--- src/sli_pkg.sv ---
// shared constants and types for the sorted insertion table
// used by sli_cell and sorted_list_insert_delete_top, no dependencies
package sli_pkg;

   localparam int CAPACITY      = 16;
   localparam int CNT_W         = $clog2(CAPACITY + 1);
   localparam int DATA_W        = 32;
   localparam int CMD_W         = 2;
   localparam int STATUS_W      = 2;
   localparam int ENTRY_COUNT_W = 5;

   localparam logic [CMD_W-1:0] CMD_INSERT = 2'd0;
   localparam logic [CMD_W-1:0] CMD_DELETE = 2'd1;
   localparam logic [CMD_W-1:0] CMD_LIST   = 2'd2;

   localparam logic [STATUS_W-1:0] STATUS_OK        = 2'd0;
   localparam logic [STATUS_W-1:0] STATUS_FULL      = 2'd1;
   localparam logic [STATUS_W-1:0] STATUS_NOT_FOUND = 2'd2;
   localparam logic [STATUS_W-1:0] STATUS_EMPTY     = 2'd3;

   typedef logic [1:0] cell_op_type;

   localparam cell_op_type OP_HOLD   = 2'd0;
   localparam cell_op_type OP_INSERT = 2'd1;
   localparam cell_op_type OP_DELETE = 2'd2;
   localparam cell_op_type OP_ROTATE = 2'd3;

   // broadcast to every cell
   typedef struct packed {
      cell_op_type       op;
      logic [DATA_W-1:0] key;
   } cell_ctrl_type;

   // what a cell shows its neighbors
   typedef struct packed {
      logic [DATA_W-1:0] entry;
      logic              valid;
      logic              gt;
      logic              seen;
   } cell_link_type;

endpackage

--- src/sli_cell.sv ---
// one slot of the sorted chain: holds an entry and its valid bit
// depends on sli_pkg
module sli_cell (
   input  logic                  clock,
   input  logic                  reset,
   input  logic                  is_first,
   input  sli_pkg::cell_ctrl_type ctrl,
   input  sli_pkg::cell_link_type left_link,
   input  sli_pkg::cell_link_type right_link,
   input  logic [sli_pkg::DATA_W-1:0] head_entry,
   output sli_pkg::cell_link_type link_out
);
   import sli_pkg::*;

   logic [DATA_W-1:0] entry_ff, entry_in;
   logic              valid_ff, valid_in;
   logic              gt, seen;

   assign gt   = valid_ff && ($signed(entry_ff) > $signed(ctrl.key));
   // seen ripples to the right from the first matching entry
   assign seen = left_link.seen | (valid_ff && (entry_ff == ctrl.key));

   assign link_out.entry = entry_ff;
   assign link_out.valid = valid_ff;
   assign link_out.gt    = gt;
   assign link_out.seen  = seen;

   always_comb begin
      entry_in = entry_ff;
      valid_in = valid_ff;
      case (ctrl.op)
         OP_INSERT: begin
            if (!valid_ff || gt) begin
               // shift right behind greater entries, the key lands at the boundary
               if (left_link.valid && left_link.gt) begin
                  entry_in = left_link.entry;
               end else begin
                  entry_in = ctrl.key;
               end
               valid_in = valid_ff | left_link.valid | is_first;
            end
         end
         OP_DELETE: begin
            if (seen) begin
               entry_in = right_link.entry;
               valid_in = right_link.valid;
            end
         end
         OP_ROTATE: begin
            if (valid_ff) begin
               entry_in = right_link.valid ? right_link.entry : head_entry;
            end
         end
         default: begin
         end
      endcase
   end

   always_ff @(posedge clock) begin
      entry_ff <= entry_in;
      if (reset) begin
         valid_ff <= 1'b0;
      end else begin
         valid_ff <= valid_in;
      end
   end

endmodule

--- src/sorted_list_insert_delete_top.sv ---
// sorted insertion table: chain of sli_cell slots and the command sequencer
// depends on sli_pkg and sli_cell
//
// Keeps up to CAPACITY signed 32-bit entries in ascending order in a row of
// cells. A transaction is taken when start is high and busy is low. Results
// appear one per cycle on rsp_* with rsp_strobe high for a single cycle and
// cannot be held off. On insert all cells compare and shift at once. Delete
// removes every matching entry, one matching entry leaving the chain per
// cycle; a miss or an empty table gives its result without entering the
// delete state. Listing rotates the chain and shows cell 0 each cycle,
// leaving the order unchanged when done.
module sorted_list_insert_delete_top (
   input  logic                               clock,
   input  logic                               reset,
   input  logic                               start,
   output logic                               busy,
   input  logic [sli_pkg::CMD_W-1:0]          req_command,
   input  logic signed [sli_pkg::DATA_W-1:0]  req_value,
   output logic                               rsp_strobe,
   output logic signed [sli_pkg::DATA_W-1:0]  rsp_element,
   output logic [sli_pkg::STATUS_W-1:0]       rsp_status,
   output logic [sli_pkg::ENTRY_COUNT_W-1:0]  rsp_entry_count,
   output logic                               rsp_last
);
   import sli_pkg::*;

   localparam logic [1:0] ST_IDLE   = 2'd0;
   localparam logic [1:0] ST_DELETE = 2'd1;
   localparam logic [1:0] ST_LIST   = 2'd2;

   logic [1:0]        state_ff, state_in;
   logic [CNT_W-1:0]  count_ff, count_in;
   logic [CNT_W-1:0]  remain_ff, remain_in;
   logic [DATA_W-1:0] key_ff, key_in;

   logic                rsp_strobe_ff, rsp_strobe_in;
   logic [DATA_W-1:0]   rsp_element_ff, rsp_element_in;
   logic [STATUS_W-1:0] rsp_status_ff, rsp_status_in;
   logic [CNT_W-1:0]    rsp_count_ff, rsp_count_in;
   logic                rsp_last_ff, rsp_last_in;

   cell_ctrl_type ctrl;
   cell_link_type links [CAPACITY];
   cell_link_type left_links [CAPACITY];
   cell_link_type right_links [CAPACITY];
   logic          accept;
   logic          any_match;
   logic          is_full;

   genvar i;
   generate
      for (i = 0; i < CAPACITY; i++) begin : g_cell
         if (i == 0) begin : g_head
            assign left_links[i] = '0;
         end else begin : g_mid
            assign left_links[i] = links[i-1];
         end
         if (i == CAPACITY - 1) begin : g_tail
            assign right_links[i] = '0;
         end else begin : g_body
            assign right_links[i] = links[i+1];
         end
         sli_cell u_cell (
            .clock      (clock),
            .reset      (reset),
            .is_first   (i == 0),
            .ctrl       (ctrl),
            .left_link  (left_links[i]),
            .right_link (right_links[i]),
            .head_entry (links[0].entry),
            .link_out   (links[i])
         );
      end
   endgenerate

   assign busy      = (state_ff != ST_IDLE);
   assign accept    = start && !busy;
   assign any_match = links[CAPACITY-1].seen;
   assign is_full   = (count_ff == CNT_W'(CAPACITY));

   always_comb begin
      state_in       = state_ff;
      count_in       = count_ff;
      remain_in      = remain_ff;
      key_in         = key_ff;
      ctrl.op        = OP_HOLD;
      ctrl.key       = (state_ff == ST_IDLE) ? req_value : key_ff;
      rsp_strobe_in  = 1'b0;
      rsp_element_in = '0;
      rsp_status_in  = STATUS_OK;
      rsp_count_in   = count_ff;
      rsp_last_in    = 1'b1;
      case (state_ff)
         ST_IDLE: begin
            if (accept) begin
               key_in = req_value;
               case (req_command)
                  CMD_INSERT: begin
                     rsp_strobe_in = 1'b1;
                     if (is_full) begin
                        rsp_status_in = STATUS_FULL;
                     end else begin
                        ctrl.op      = OP_INSERT;
                        count_in     = count_ff + CNT_W'(1);
                        rsp_count_in = count_in;
                     end
                  end
                  CMD_DELETE: begin
                     if (count_ff == '0) begin
                        rsp_strobe_in = 1'b1;
                        rsp_status_in = STATUS_EMPTY;
                     end else if (!any_match) begin
                        rsp_strobe_in = 1'b1;
                        rsp_status_in = STATUS_NOT_FOUND;
                     end else begin
                        // first removal happens on the accepting edge
                        ctrl.op  = OP_DELETE;
                        count_in = count_ff - CNT_W'(1);
                        state_in = ST_DELETE;
                     end
                  end
                  CMD_LIST: begin
                     if (count_ff == '0) begin
                        rsp_strobe_in = 1'b1;
                        rsp_status_in = STATUS_EMPTY;
                     end else begin
                        remain_in = count_ff;
                        state_in  = ST_LIST;
                     end
                  end
                  default: begin
                     rsp_strobe_in = 1'b1;
                  end
               endcase
            end
         end
         ST_DELETE: begin
            if (any_match) begin
               ctrl.op  = OP_DELETE;
               count_in = count_ff - CNT_W'(1);
            end else begin
               rsp_strobe_in = 1'b1;
               state_in      = ST_IDLE;
            end
         end
         ST_LIST: begin
            ctrl.op        = OP_ROTATE;
            rsp_strobe_in  = 1'b1;
            rsp_element_in = links[0].entry;
            rsp_last_in    = (remain_ff == CNT_W'(1));
            remain_in      = remain_ff - CNT_W'(1);
            if (remain_ff == CNT_W'(1)) begin
               state_in = ST_IDLE;
            end
         end
         default: begin
            state_in = ST_IDLE;
         end
      endcase
   end

   always_ff @(posedge clock) begin
      key_ff         <= key_in;
      remain_ff      <= remain_in;
      rsp_element_ff <= rsp_element_in;
      rsp_status_ff  <= rsp_status_in;
      rsp_count_ff   <= rsp_count_in;
      rsp_last_ff    <= rsp_last_in;
      if (reset) begin
         state_ff      <= ST_IDLE;
         count_ff      <= '0;
         rsp_strobe_ff <= 1'b0;
      end else begin
         state_ff      <= state_in;
         count_ff      <= count_in;
         rsp_strobe_ff <= rsp_strobe_in;
      end
   end

   assign rsp_strobe      = rsp_strobe_ff;
   assign rsp_element     = rsp_element_ff;
   assign rsp_status      = rsp_status_ff;
   assign rsp_entry_count = ENTRY_COUNT_W'(rsp_count_ff);
   assign rsp_last        = rsp_last_ff;

   a_count_bound: assert property (@(posedge clock) disable iff (reset)
      count_ff <= CNT_W'(CAPACITY))
      else $error("entry count above capacity");

   a_list_streams: assert property (@(posedge clock) disable iff (reset)
      state_ff == ST_LIST |=> rsp_strobe)
      else $error("listing cycle without a result");

   a_insert_grows: assert property (@(posedge clock) disable iff (reset)
      accept && req_command == CMD_INSERT && !is_full |=>
         count_ff == $past(count_ff) + CNT_W'(1))
      else $error("insert did not grow the table");

   a_full_flag: assert property (@(posedge clock) disable iff (reset)
      rsp_strobe && rsp_status == STATUS_FULL |-> count_ff == CNT_W'(CAPACITY))
      else $error("full status while table has room");

endmodule
--- config.mk ---
export PLATFORM = sky130hd
export DESIGN_NAME = sorted_list_insert_delete_top
export DESIGN_NICKNAME = d
export VERILOG_FILES = /design/src/sli_pkg.sv /design/src/sli_cell.sv /design/src/sorted_list_insert_delete_top.sv
export SDC_FILE = /design/constraint.sdc
export NUM_CORES = 2
export LEC_CHECK = 0
export BUFFER_PORTS_ARGS = -buffer_cell sky130_fd_sc_hd__buf_2
export CORE_MARGIN = 2
export CORE_UTILIZATION = 60
export CTS_CLUSTER_SIZE = 14
export DETAILED_ROUTE_END_ITERATION = 7
export GPL_TIMING_DRIVEN = 0
export MAX_ROUTING_LAYER = met4
export PLACE_DENSITY = 0.83
export SETUP_SLACK_MARGIN = 0.2
export SYNTH_ARGS = -nofsm -noshare
export SYNTH_HDL_FRONTEND = slang
export SYNTH_HIERARCHICAL = 1
export SYNTH_SLANG_ARGS = --single-unit
export TNS_END_PERCENT = 5
--- constraint.sdc ---
create_clock -name clock -period 10.7 [get_ports clock]
set_input_delay 0 -clock clock [delete_from_list [all_inputs] [get_ports clock]]
set_output_delay 0 -clock clock [all_outputs]
set_load 0.02 [all_outputs]
==> impl.org <==
** Run status
- The flow ran to the end, and the final reports show no timing, DRC or antenna violations.

** Drt
- Post-detailed-route via-to-cell ratio :: 6.47
- The routed design uses 76400 µm of met2 wire.
- Count of unresolved DRC violations after routing :: 0
- Amount of wire on met3 after detailed routing :: 11500 µm
- The first routing iteration left 4005 violations.
- Remaining antenna violation count :: 0
- Wire length after detailed routing :: 160000 µm
- After detailed routing, the average wire length per cell comes to 23.1 µm.
- The detailed router placed 44.8k vias in this run.
- The highest layer touched by signal routing is met4.
- Met1 layer wirelength in the final routing :: 57100 µm
- The pre-antenna-repair detailed-routing pass consisted of 8 iterations.

** STA
- Headroom to the max-slew limit came out at 13.3%.
- Maximum clock rate :: 101 MHz
- Final Worst Setup Slack :: 770 ps
- Final critical-path share of the clock period :: 92.8%
- At the pin with the least slew margin, the transition time is 1300 ps.
- The number of slew-limit violations in the final report came to 0.
- Final setup vio count :: 0
- Setup repair after global routing left no endpoint under its margin.
- Hold Vio Cnt, Final :: 0
- Clock period minus worst slack :: 9930 ps
- On the final layout, the worst clock skew is 28.4 ps.

** Place
- Port buffering added 78 buffers.
- The placed instances occupy a cell area of 0.0536 mm².
- Once detailed placement completed, the half-perimeter wirelength came to 122000 µm.
- At the placement stage, the worst setup path has a slack of -623 ps.
- Routability-driven placement finished with a final weighted congestion of 1.00.
- After detailed placement, the design holds a cell count of 6755.

** Clocking
- CTS Sinks :: 613
- The clock passes through at most 3 buffers.
- TritonCTS created 73 clock buffers.
- CTS root buf :: clkbuf_16
- TritonCTS built the clock tree.
- Clock latency on the worst-skew pair, taken at its later pin, is 660 ps.
- Clock-pin slew was measured on the worst setup and hold paths at 60 ps.
- Number of H-tree levels :: 3

** Global routing
- The first global-routing pass estimated 244000 µm of wire.
- Entering global routing, the biggest net connects 107 pins.
- GRT Overall Usage :: 37.0%
- Aggregate global routing overflow :: 0
- The number of global-route vias before repair was 44.0k.
- The initial antenna violation count came to 0.

** Die
- Total core area :: 0.0838 mm²
- Die Span Y :: 295 µm
- The floorplan has 106 rows.
- For this configuration, the core starts out at a cell density of 60.8%.
- The die is 295 µm wide.
- During I/O placement, the number of pins put on the boundary was 79.
- The floorplan step defined a die boundary enclosing 0.0872 mm².

** Critical path
- Source of the critical timing path :: state_ff[1]$_SDFFE_PP0P_
- Critical-path top delay cell :: or4_4
- Critical path destination :: g_cell[0].u_cell/entry_ff[17]$_DFFE_PP_
- The worst register-to-register path has a depth of 66.
- CP Data Required Time :: 11040 ps
- Grouping stages by cell kind, the critical path spends the most delay in buffers and inverters.
- The number of buffers and inverters on the critical path is 40.
- Data arrives at the worst endpoint at 10270 ps.
- Along the worst path, the maximum fanout reaches 32.
- CP Depth :: 66
- Worst setup path class :: reg2reg
- CP max stage delay :: 590 ps
- The worst register-to-register path ends at g_cell[0].u_cell/entry_ff[17]$_DFFE_PP_.
- Worst setup SP type :: flip-flop
- FF-to-FF setup slack :: 770 ps
- The worst setup path is captured at a flip-flop.
- In this run the critical register-to-register path is launched from state_ff[1]$_SDFFE_PP0P_.

** Power and ir drop
- Worst VDD drop :: 0.000269 V
- For this design the ratio of total power to cell area is 345 mW/mm².
- Static power due to leakage :: 27.5 nW
- The design draws 19.5 mW.

** Yosys
- Yosys printed 6 warnings.
- Post-Syn Area per Cell :: 9.38 µm²
- Summing every instance area after synthesis gives 0.0509 mm².
- Gate Count Post-Synth :: 5428

** Flow run
- Across the run, the number of max-cap violations was 0.

** Cells and area
- Cells fill 67.4% of the core in the end.
- In the final layout, the share of cells above drive strength 1 is 7.70%.
- The finished cells cover 0.0565 mm².
- Growth of design area from synthesis to finish :: 10.8%
- Total number of nets in the final design :: 6294
- Final standard cell count with taps included and fillers excluded :: 6927

** Hold path
- The worst hold path belongs to the class in2reg.
## state kept, by name, summed over array words and instances (netlist names)
signal and flops:
rsp_strobe 1, rsp_last 1, key_ff 32, rsp_status 2, remain_ff 5, state_ff 2
rsp_element 32, g_cell.u_cell/entry_ff 512, count_ff 5, g_cell.u_cell/valid_ff 16, rsp_entry_count 5
## final cells by class
| cell class | count | area, µm² |
|---|---|---|
| Sequential cell | 613 | 17800 |
| Tap cell | 1134 | 1420 |
| Fill cell | 6743 | 27400 |
| Clock buffer | 103 | 2050 |
| Buffer | 396 | 1790 |
| Timing Repair Buffer | 137 | 1110 |
| Antenna cell | 2 | 5.00 |
| Multi-Input combinational cell | 3957 | 30000 |
| Clock inverter | 26 | 262 |
| Inverter | 559 | 2100 |
## per-layer routing
layer,up-vias,GRT usage [%]
li1,21000,-
met1,21000,39.0
met5,-,-
met4,0,31.5
met3,677,5.21
met2,2139,61.3
## worst min path at each step
stage	end	slack, ps	startpoint	depth (start not counted)
floorplan	g_cell[9].u_cell/valid_ff$_SDFFE_PP0P_	70	reset	1
global placement	key_ff[14]$_DFFE_PP_	190	req_value[14]	1
detailed placement	key_ff[13]$_DFFE_PP_	190	req_value[13]	1
CTS	key_ff[13]$_DFFE_PP_	60	req_value[13]	2
global route	key_ff[2]$_DFFE_PP_	90	req_value[2]	2
finish	key_ff[5]$_DFFE_PP_	80	req_value[5]	2
## layout by cell type (no fill, tap or decap), drive strengths merged, types with 48 or more instances in the layout
cell type and instances:
dfxtp 64, mux2i 514, edfxtp 549, ha 520, conb 99, clkbuf 390
nand4 131, and3 515, nor2 105, buf 197, o21ai 144, a21oi 747
nand2 175, a21o 48, inv 562, a211oi 540
## worst register-to-register path: cells and delay by family (launching register included)
kind	cells	cell delay [ps]
AO/OA/AOI/OAI	4	790
AND/OR/NAND/NOR	20	2260
buffers and inverters	40	5410
flip-flops	1	350
adder cells (fa/ha/maj)	1	310
multiplexers	1	530
## repair_timing
item	4_1_cts	5_1_grt
endpoints found under the setup margin	1013	972
gates resized for setup	8	31
hold endpoints to repair	59	0
pin swaps	1	0
hold buffers	38	0
buffers inserted	3	0
## power by group
part	internal, mW	total, mW	switching (mW)
Clock	1.45	2.50	1.05
Combinational	4.10	10.8	6.74
Sequential	4.58	6.16	1.58
## per-stage QoR
| stage | setup TNS [ps] | hold slack [ps] |
|---|---|---|
| detailed placement | -216340 | 191 |
| finish | 0 | 76.0 |
| CTS | 0 | 58.9 |
| global route | 0 | 93.5 |
| global placement | -3364630 | 191 |
| floorplan | 0 | 69.1 |
Note: power is estimated with default switching activity, not from simulation.
